### config.mk
export PLATFORM = sky130hd
export DESIGN_NAME = dual_accumulator_alu
export DESIGN_NICKNAME = d
export VERILOG_FILES = /design/src/sv/dacc_pkg.sv /design/src/sv/dacc_unit.sv /design/src/sv/dual_accumulator_alu.sv
export VERILOG_INCLUDE_DIRS = /design/src /design/src/sv
export SDC_FILE = /design/constraint.sdc
export NUM_CORES = 2
export LEC_CHECK = 0
export BUFFER_PORTS_ARGS = -buffer_cell sky130_fd_sc_hd__buf_2
export CELL_PAD_IN_SITES_DETAIL_PLACEMENT = 1
export CELL_PAD_IN_SITES_GLOBAL_PLACEMENT = 2
export CORE_UTILIZATION = 37
export CTS_BUF_LIST = sky130_fd_sc_hd__clkbuf_8
export DETAILED_ROUTE_END_ITERATION = 8
export GPL_TIMING_DRIVEN = 0
export PLACE_DENSITY = 0.88
export SLEW_MARGIN = 10
export SYNTH_ARGS = -nofsm -noshare
export SYNTH_HDL_FRONTEND = slang
export SYNTH_SLANG_ARGS = --single-unit
### constraint.sdc
create_clock -name clk -period 12.1 [get_ports clk]
set_input_delay 0 -clock clk [delete_from_list [all_inputs] [get_ports clk]]
set_output_delay 0 -clock clk [all_outputs]
set_load 0.01 [all_outputs]
### src/sv/assert_macros.svh
// assertion helpers shared by the rtl
`ifndef ASSERT_MACROS_SVH
`define ASSERT_MACROS_SVH

// property checked on every clock edge outside reset
`define ASSERT_CLK(label, prop, msg) \
  label: assert property (@(posedge clk) disable iff (rst) (prop)) else $error(msg);

// property checked on every clock edge, reset included
`define ASSERT_ALWAYS(label, prop, msg) \
  label: assert property (@(posedge clk) (prop)) else $error(msg);

`endif

### src/sv/dacc_pkg.sv
package dacc_pkg;

  localparam int DataWidth = 64;
  localparam int CntWidth  = $clog2(DataWidth + 1);

  typedef enum logic [4:0] {
    FN_LOAD = 5'd0, FN_ADD = 5'd1, FN_SUB = 5'd2, FN_MUL = 5'd3, FN_DIV = 5'd4,
    FN_POW = 5'd5, FN_AND = 5'd6, FN_OR = 5'd7, FN_XOR = 5'd8, FN_EQ = 5'd9,
    FN_NE = 5'd10, FN_GT = 5'd11, FN_LT = 5'd12, FN_GE = 5'd13, FN_LE = 5'd14,
    FN_SHL = 5'd15, FN_SHR = 5'd16, FN_INV = 5'd17
  } func_t;

  // shared unit operations
  typedef enum logic [1:0] {
    UOP_MUL = 2'd0,
    UOP_DIV = 2'd1,
    UOP_POW = 2'd2
  } uop_t;

  typedef struct packed {
    logic start;
    uop_t op;
  } unit_req_t;

  typedef struct packed {
    logic busy;
    logic done;
  } unit_sts_t;

  typedef enum logic [1:0] {
    ST_IDLE = 2'd0,
    ST_RUN  = 2'd1,
    ST_OUT  = 2'd2
  } state_t;

  // shared unit sequencer
  typedef enum logic [2:0] {
    U_IDLE = 3'd0,
    U_MUL  = 3'd1,
    U_DIV  = 3'd2,
    U_PMUL = 3'd3,
    U_PSQ  = 3'd4,
    U_DONE = 3'd5
  } ustate_t;

endpackage

### src/sv/dacc_unit.sv
`include "assert_macros.svh"

// shift-add multiplier / restoring divider / square-and-multiply power,
// one bit per cycle; power runs two passes of the multiplier per exponent bit
module dacc_unit
  import dacc_pkg::*;
(
  input  logic                 clk,
  input  logic                 rst,
  input  unit_req_t            req,
  input  logic [DataWidth-1:0] opd,
  input  logic [DataWidth-1:0] ops,
  output unit_sts_t            sts,
  output logic [DataWidth-1:0] result
);

  ustate_t              state, state_next;
  uop_t                 op;
  logic [CntWidth-1:0]  cnt;
  logic [CntWidth-1:0]  pbit;
  logic [DataWidth-1:0] acc;
  logic [DataWidth-1:0] mcand;
  logic [DataWidth-1:0] mplier;
  logic [DataWidth-1:0] rem;
  logic [DataWidth-1:0] quo;
  logic [DataWidth-1:0] pres;
  logic [DataWidth-1:0] psq;
  logic [DataWidth-1:0] pexp;
  logic [DataWidth:0]   trial;

  assign trial = {rem, quo[DataWidth-1]} - {1'b0, ops};

  always_comb begin
    state_next = state;
    case (state)
      U_IDLE: if (req.start) begin
        case (req.op)
          UOP_MUL: state_next = U_MUL;
          UOP_DIV: state_next = U_DIV;
          UOP_POW: state_next = U_PMUL;
          default: state_next = U_DONE;
        endcase
      end
      U_MUL, U_DIV: if (cnt == CntWidth'(DataWidth - 1)) state_next = U_DONE;
      U_PMUL: if (cnt == CntWidth'(DataWidth - 1)) state_next = U_PSQ;
      U_PSQ: if (cnt == CntWidth'(DataWidth - 1)) begin
        state_next = (pbit == CntWidth'(DataWidth - 1)) ? U_DONE : U_PMUL;
      end
      U_DONE: state_next = U_IDLE;
      default: state_next = U_IDLE;
    endcase
  end

  always_ff @(posedge clk) begin
    if (rst) begin
      state <= U_IDLE;
      cnt   <= '0;
      pbit  <= '0;
    end else begin
      state <= state_next;
      if (state == U_IDLE || state_next != state) cnt <= '0;
      else cnt <= cnt + 1'b1;
      if (state == U_IDLE) pbit <= '0;
      else if (state == U_PSQ && state_next != U_PSQ) pbit <= pbit + 1'b1;
    end
  end

  always_ff @(posedge clk) begin
    case (state)
      U_IDLE: begin
        op <= req.op;
        acc <= '0;
        mcand <= opd;
        mplier <= ops;
        rem <= '0;
        quo <= opd;
        pres <= {{(DataWidth-1){1'b0}}, 1'b1};
        psq <= opd;
        pexp <= ops;
        if (req.start && req.op == UOP_POW) begin
          // first pass: pres * psq when exponent bit set
          mcand <= opd;
          mplier <= {{(DataWidth-1){1'b0}}, 1'b1};
        end
      end
      U_MUL: begin
        if (mplier[0]) acc <= acc + mcand;
        mcand <= mcand << 1;
        mplier <= mplier >> 1;
      end
      U_DIV: begin
        if (!trial[DataWidth]) begin
          rem <= trial[DataWidth-1:0];
          quo <= {quo[DataWidth-2:0], 1'b1};
        end else begin
          rem <= {rem[DataWidth-2:0], quo[DataWidth-1]};
          quo <= {quo[DataWidth-2:0], 1'b0};
        end
      end
      U_PMUL: begin
        if (cnt == '0) begin
          acc <= pres[0] ? psq : '0;
          mcand <= psq << 1;
          mplier <= pres >> 1;
        end else begin
          if (mplier[0]) acc <= acc + mcand;
          mcand <= mcand << 1;
          mplier <= mplier >> 1;
        end
        if (cnt == CntWidth'(DataWidth - 1)) begin
          if (pexp[0]) pres <= mplier[0] ? acc + mcand : acc;
        end
      end
      U_PSQ: begin
        if (cnt == '0) begin
          acc <= psq[0] ? psq : '0;
          mcand <= psq << 1;
          mplier <= psq >> 1;
        end else begin
          if (mplier[0]) acc <= acc + mcand;
          mcand <= mcand << 1;
          mplier <= mplier >> 1;
        end
        if (cnt == CntWidth'(DataWidth - 1)) begin
          psq <= mplier[0] ? acc + mcand : acc;
          pexp <= pexp >> 1;
        end
      end
      default: ;
    endcase
  end

  always_comb begin
    case (op)
      UOP_MUL: result = acc;
      UOP_DIV: result = quo;
      default: result = pres;
    endcase
  end

  assign sts.busy = (state != U_IDLE);
  assign sts.done = (state == U_DONE);

  `ASSERT_CLK(a_start_idle, req.start |-> state == U_IDLE, "unit started while busy")
  `ASSERT_CLK(a_done_once, sts.done |=> !sts.done, "done held over two cycles")
  `ASSERT_ALWAYS(a_rst_idle, rst |=> state == U_IDLE, "unit not idle after reset")

endmodule

### src/sv/dual_accumulator_alu.sv
// dual accumulator alu: executes one decoded register instruction per transfer
// slave channel s_axis: tdata carries func, dest_is_b, src_is_imm, immediate;
// each accepted instruction updates accumulator A or B.
// master channel m_axis: one transfer per instruction with both accumulators
// and the divide-fault flag (1 only for a divide by zero).
// sequencing: each instruction goes from accept to the run state, then to the
// output state; simple operations are computed combinationally in the run state,
// mul and div run on a one-bit-per-cycle shared unit (a divide by zero skips it)
// and pow uses the same unit for multiply and square per exponent bit. one
// instruction is in flight at a time; s_axis_tready is low from accept until the result is taken.
// a stalled m_axis holds its result and the block takes no new instruction.
// reset clears both accumulators to zero and empties the result register.
// shifts use the immediate's low byte; 64 or more gives zero.
`include "assert_macros.svh"

module dual_accumulator_alu
  import dacc_pkg::*;
(
  input  logic         clk,
  input  logic         rst,
  input  logic         s_axis_tvalid,
  output logic         s_axis_tready,
  // func[4:0], dest_is_b[5], src_is_imm[6], immediate[70:7], zero[71]
  input  logic [71:0]  s_axis_tdata,
  output logic         m_axis_tvalid,
  input  logic         m_axis_tready,
  // acc_a[63:0], acc_b[127:64], divide_fault[128], zero[135:129]
  output logic [135:0] m_axis_tdata
);

  state_t               state, state_next;
  logic [DataWidth-1:0] accum_a, accum_b;
  logic [4:0]           func;
  logic                 to_b;
  logic [DataWidth-1:0] d, s;
  logic [7:0]           shamt;
  logic                 fault;
  logic [DataWidth-1:0] r;
  logic                 wr;
  logic                 is_unit;
  unit_req_t            ureq;
  unit_sts_t            usts;
  logic [DataWidth-1:0] ures;
  logic                 accept;

  assign accept = s_axis_tvalid && s_axis_tready;
  assign s_axis_tready = (state == ST_IDLE);

  always_comb begin
    case (func)
      FN_MUL, FN_DIV, FN_POW: is_unit = 1'b1;
      default: is_unit = 1'b0;
    endcase
    ureq.start = (state == ST_RUN) && !usts.busy && is_unit && !(func == FN_DIV && s == '0);
    case (func)
      FN_MUL:  ureq.op = UOP_MUL;
      FN_DIV:  ureq.op = UOP_DIV;
      default: ureq.op = UOP_POW;
    endcase
  end

  dacc_unit u_unit (
    .clk(clk), .rst(rst), .req(ureq), .opd(d), .ops(s), .sts(usts), .result(ures)
  );

  always_comb begin
    r = d;
    wr = 1'b1;
    case (func)
      FN_LOAD: r = s;
      FN_ADD:  r = d + s;
      FN_SUB:  r = d - s;
      FN_MUL, FN_POW: r = ures;
      FN_DIV:  r = (s == '0) ? '1 : ures;
      FN_AND:  r = d & s;
      FN_OR:   r = d | s;
      FN_XOR:  r = d ^ s;
      FN_EQ:   r = DataWidth'(d == s);
      FN_NE:   r = DataWidth'(d != s);
      FN_GT:   r = DataWidth'(d > s);
      FN_LT:   r = DataWidth'(d < s);
      FN_GE:   r = DataWidth'(d >= s);
      FN_LE:   r = DataWidth'(d <= s);
      FN_SHL:  r = (shamt >= 8'(DataWidth)) ? '0 : d << shamt;
      FN_SHR:  r = (shamt >= 8'(DataWidth)) ? '0 : d >> shamt;
      FN_INV:  r = ~d;
      default: wr = 1'b0;
    endcase
  end

  always_comb begin
    state_next = state;
    case (state)
      ST_IDLE: if (accept) state_next = ST_RUN;
      ST_RUN: begin
        if (!is_unit || (func == FN_DIV && s == '0) || usts.done) state_next = ST_OUT;
      end
      ST_OUT: if (m_axis_tready) state_next = ST_IDLE;
      default: state_next = ST_IDLE;
    endcase
  end

  always_ff @(posedge clk) begin
    if (rst) begin
      state   <= ST_IDLE;
      accum_a <= '0;
      accum_b <= '0;
      fault   <= 1'b0;
    end else begin
      state <= state_next;
      if (state == ST_RUN && state_next == ST_OUT) begin
        fault <= (func == FN_DIV) && (s == '0);
        if (wr) begin
          if (to_b) accum_b <= r;
          else accum_a <= r;
        end
      end
    end
  end

  // instruction fields latched at transfer
  always_ff @(posedge clk) begin
    if (accept) begin
      func  <= s_axis_tdata[4:0];
      to_b  <= s_axis_tdata[5];
      shamt <= s_axis_tdata[14:7];
      d     <= s_axis_tdata[5] ? accum_b : accum_a;
      s     <= s_axis_tdata[6] ? s_axis_tdata[70:7]
                               : (s_axis_tdata[5] ? accum_a : accum_b);
    end
  end

  assign m_axis_tvalid = (state == ST_OUT);
  assign m_axis_tdata  = {7'b0, fault, accum_b, accum_a};

  `ASSERT_CLK(a_one_side, !(s_axis_tready && m_axis_tvalid), "ready while result pending")
  `ASSERT_CLK(a_fault_div, m_axis_tvalid && fault |-> func == FN_DIV, "fault without divide")
  `ASSERT_CLK(a_hold_out, m_axis_tvalid && !m_axis_tready |=> m_axis_tvalid && $stable(m_axis_tdata),
              "result dropped under stall")

endmodule
==> impl_metrics.env <==
export IMPL_status="complete, but fails checks"
export IMPL_violations="capacitance limit, slew limit"
export IMPL_die_area_sq_um=176000
export IMPL_clkSlewWorstSetupHoldPaths_ns=0.06
export IMPL_min_period_over_period_pct=67.9
export IMPL_cts_htree_levels=4
export IMPL_cp_data_arrival_time_ns=8.99
export IMPL_netlist_top_cells_area="sky130_fd_sc_hd__edfxtp_1 (31%), sky130_fd_sc_hd__ha_1 (6.9%), sky130_fd_sc_hd__mux2i_1 (6.1%)"
export IMPL_detail_route_antenna_nets=0
export IMPL_worst_setup_ep_type="flip-flop"
export IMPL_detail_route_drc_violations=0
export IMPL_postSynthRegisterBits=804
export IMPL_nets=8517
export IMPL_synth_top_flop_cell="sky130_fd_sc_hd__edfxtp_1"
export IMPL_post_synth_top_area_cell="sky130_fd_sc_hd__edfxtp_1"
export IMPL_grt_start_max_net_pins=59
export IMPL_place_detailed_instances=10100
export IMPL_fraction_of_layout_instances_using_a_drive_strength_above_1_pct=10.3
export IMPL_worst_ir_drop_on_vdd_mv=0.120
export IMPL_quantity_of_i_o_buffers_inserted_on_ports=204
export IMPL_clock_skew_ns=0.0698
export IMPL_ff2ff_path_depth=13
export IMPL_min_to="s[53]"
export IMPL_drt_pass1_iter_count=7
export IMPL_timing_critical_path_slowest_cell_delay_ns=1.24
export IMPL_die_w_microns=419
export IMPL_startpoint_type="flip-flop"
export IMPL_fin_crit_ns=8.22
export IMPL_critical_path_peak_fanout=10
export IMPL_final_core_utilization_pct=43.2
export IMPL_cts_max_path_buffers=3
export IMPL_via_per_inst=7.11
export IMPL_power_per_cell_area_nw_per_um2=138
export IMPL_antenna_found_initial=52
export IMPL_first_iter_violations=12300
export IMPL_syn_area_sq_um=64400
export IMPL_total_power_mw=10.2
export IMPL_start_util_pct=37.4
export IMPL_clock_latency_ns=0.97
export IMPL_count_of_flip_flops_with_a_built_in_enable_after_synthesis=656
export IMPL_final_fill_count=20200
export IMPL_worstHoldStart="s_axis_tdata[60]"
export IMPL_cts_root_buf="sky130_fd_sc_hd__clkbuf_8"
export IMPL_cts_buffers_inserted=141
export IMPL_layout_cells_non_filler=10500
export IMPL_dp_hpwl_microns=376000
export IMPL_worst_slew_margin_rel_pct=-2.98
export IMPL_r2r_setup_slack_ns=3.88
export IMPL_drv_cap=9
export IMPL_routedWlPerCell_microns=44.7
export IMPL_cts_repair_timing_setup_buffer_count=0
export IMPL_syn_inst=7501
export IMPL_grt_first_pass_wirelength_microns=621000
export IMPL_maxClockFrequency_mhz=122
export IMPL_final_max_slew_viol_count=47
export IMPL_p_leak_nw=29.4
export IMPL_globalplace_congestion=1.17
export IMPL_global_route_total_usage_across_every_layer_pct=51.9
export IMPL_boundaryPins=214
export IMPL_area_delta_synth_final_pct=15.4
export IMPL_hold_path_class="primary input to flip-flop"
export IMPL_timing_worst_slew_pin_value_ns=1.53
export IMPL_clkSinkCount=804
export IMPL_final_hold_worst_slack_ns=0.0297
export IMPL_setup_repair_after_global_routing_missed_its_margin="false"
export IMPL_dpl_instance_area_sq_um=69500
export IMPL_ys_seq_area_share_pct=35.2
export IMPL_fp_row_count=152
export IMPL_die_h_microns=419
export IMPL_number_of_library_cell_types_mapped_by_synthesis=113
export IMPL_min_path_cells=4
export IMPL_layout_cell_area_non_filler_sq_um=74300
export IMPL_rr_endpoint="accum_b[59]"
export IMPL_crit_path_cell_trace="buf_2 > inv_1 > buf_2 > buf_2 > buf_1 > mux2i_1 > nor2_1 > a21oi_1 > mux2i_1 > a21oi_1 > o311ai_0 > a21oi_1 > a211oi_1"
export IMPL_timing_rr_start="shamt[1]"
export IMPL_tritoncts_clock_tree="done"
export IMPL_placeableCoreArea_sq_um=172000
export IMPL_overflow=0
export IMPL_hold_violations=0
export IMPL_yosysWarnings=0
export IMPL_avgSynthCellArea_sq_um=8.58
export IMPL_postRouteWirelength_microns=471000
export IMPL_synthArstFlopShare_pct=0
export IMPL_num_vias=74900
export IMPL_crit_slowest_cell="sky130_fd_sc_hd__mux2i_1"
export IMPL_crit_type="flip-flop to flip-flop"
export IMPL_worst_endpoint_required_ns=12.87
export IMPL_final_setup_viol_count=0
export IMPL_netlist_area_leader_share_pct=30.6
export IMPL_first_global_vias=70700
layout make-up:
type	instances	area [sq um]	area share [%]
flip-flops and latches	804	22700	30.5
multi-input cells	5793	38200	51.4
repair buffers	433	3850	5.19
inverters	309	1160	1.56
plain buffers	601	2580	3.47
clock inverters	100	713	0.960
well taps	2310	2890	3.89
clock buffers	155	2130	2.87
diodes	30	75.1	0.101
power by group:
part           leakage (nW)  switching (mW)  internal, mW
clock                  1.60            1.33          1.37
sequential             8.38           0.476          3.36
combinational          19.4            2.64          1.06
per-stage QoR:
step	worst slack [ns]	setup TNS, ns
final	3.88	0
after detailed placement	4.79	0
after global routing	4.27	0
after global placement	-4.61	-924.49
after CTS	4.74	0
after floorplan	0.604	0
Yosys cell counts (all sizes together), types with 20 or more instances:
cell type	instances
xor2	52
and2	33
nor2b	50
mux2	99
buf	185
a21o	105
edfxtp	656
o211ai	72
o21ai	585
a221oi	58
nand2	794
nor3	153
a22oi	107
a221o	93
xnor2	93
ha	354
mux2i	389
o21bai	70
clkbuf	416
o31ai	33
a222oi	61
a21oi	759
nand3b	22
nand2b	77
inv	306
dfxtp	148
or3	23
nand3	116
a31oi	38
nor2	733
and3	30
o21a	37
a211oi	119
a2111oi	20
o22ai	102
o221ai	46
nand4	84
nor4	71
mux4	40
placed cells by master, fill, tap and decap left out, types with 299 or more instances in the layout:
master / Yosys / layout
sky130_fd_sc_hd__nand2_1: 794 / 794
sky130_fd_sc_hd__a21oi_1: 757 / 756
sky130_fd_sc_hd__ha_1: 354 / 354
sky130_fd_sc_hd__inv_1: 302 / 345
sky130_fd_sc_hd__edfxtp_1: 656 / 656
sky130_fd_sc_hd__o21ai_0: 572 / 569
sky130_fd_sc_hd__clkbuf_1: 409 / 386
sky130_fd_sc_hd__mux2i_1: 389 / 387
sky130_fd_sc_hd__nor2_1: 732 / 731
sky130_fd_sc_hd__buf_2: 88 / 299
per-layer routing:
layer | part of all wire, % | track usage [%]
met5 | 0.062 | 0.222
met1 | 38 | 67.0
met2 | 39 | 70.0
met4 | 8.6 | 38.1
met3 | 14 | 19.3
worst max path at each step:
stage | from | endpoint | slack [ns] | depth (start not counted)
global route | s[32] | u_unit.rem[4] | 4.27 | 17
detailed placement | func[4] | accum_b[51] | 4.79 | 13
CTS | func[4] | accum_b[51] | 4.74 | 13
finish | shamt[1] | accum_b[59] | 3.88 | 13
floorplan | u_unit.state[0] | u_unit.acc[0] | 0.60 | 3
global placement | u_unit.state[0] | u_unit.acc[58] | -4.61 | 3
state kept, by name (all words and copies together) (netlist names):
name           flops
shamt              8
fault              1
u_unit.rem        64
u_unit.mplier     64
u_unit.pexp       64
u_unit.state       3
u_unit.mcand      64
accum_a           64
u_unit.psq        64
u_unit.pbit        7
u_unit.op          2
u_unit.cnt         7
u_unit.pres       64
s                 64
func               5
d                 64
state              2
u_unit.quo        64
u_unit.acc        64
to_b               1
accum_b           64
timing repair:
action / CTS / global route
hold buffers: 155 / 0
hold endpoints to repair: 146 / 0
resized for setup: 0 / 0
worst max-delay path, delay by kind of cell (launching register included):
family	cells	cell delay (ns)
buf+inv	5	2.39
compound gates	5	3.09
flops	1	0.60
simple gates	1	0.15
mux	2	1.78
logic make-up (layout without fill, tap and decap cells):
family	Yosys count	count (layout)	synth area share (%)
AO/OA/AOI/OAI	2498	2498	25.1
AND/OR/NAND/NOR	2257	2257	15.8
buffers and inverters	910	1598	5.76
flip-flops	804	804	35.2
multiplexers	528	528	9.18
adder cells (fa/ha/maj)	358	358	7.01
XOR/XNOR	145	145	1.97
other	1	37	0.00583
(Power assumes the default switching activity.)
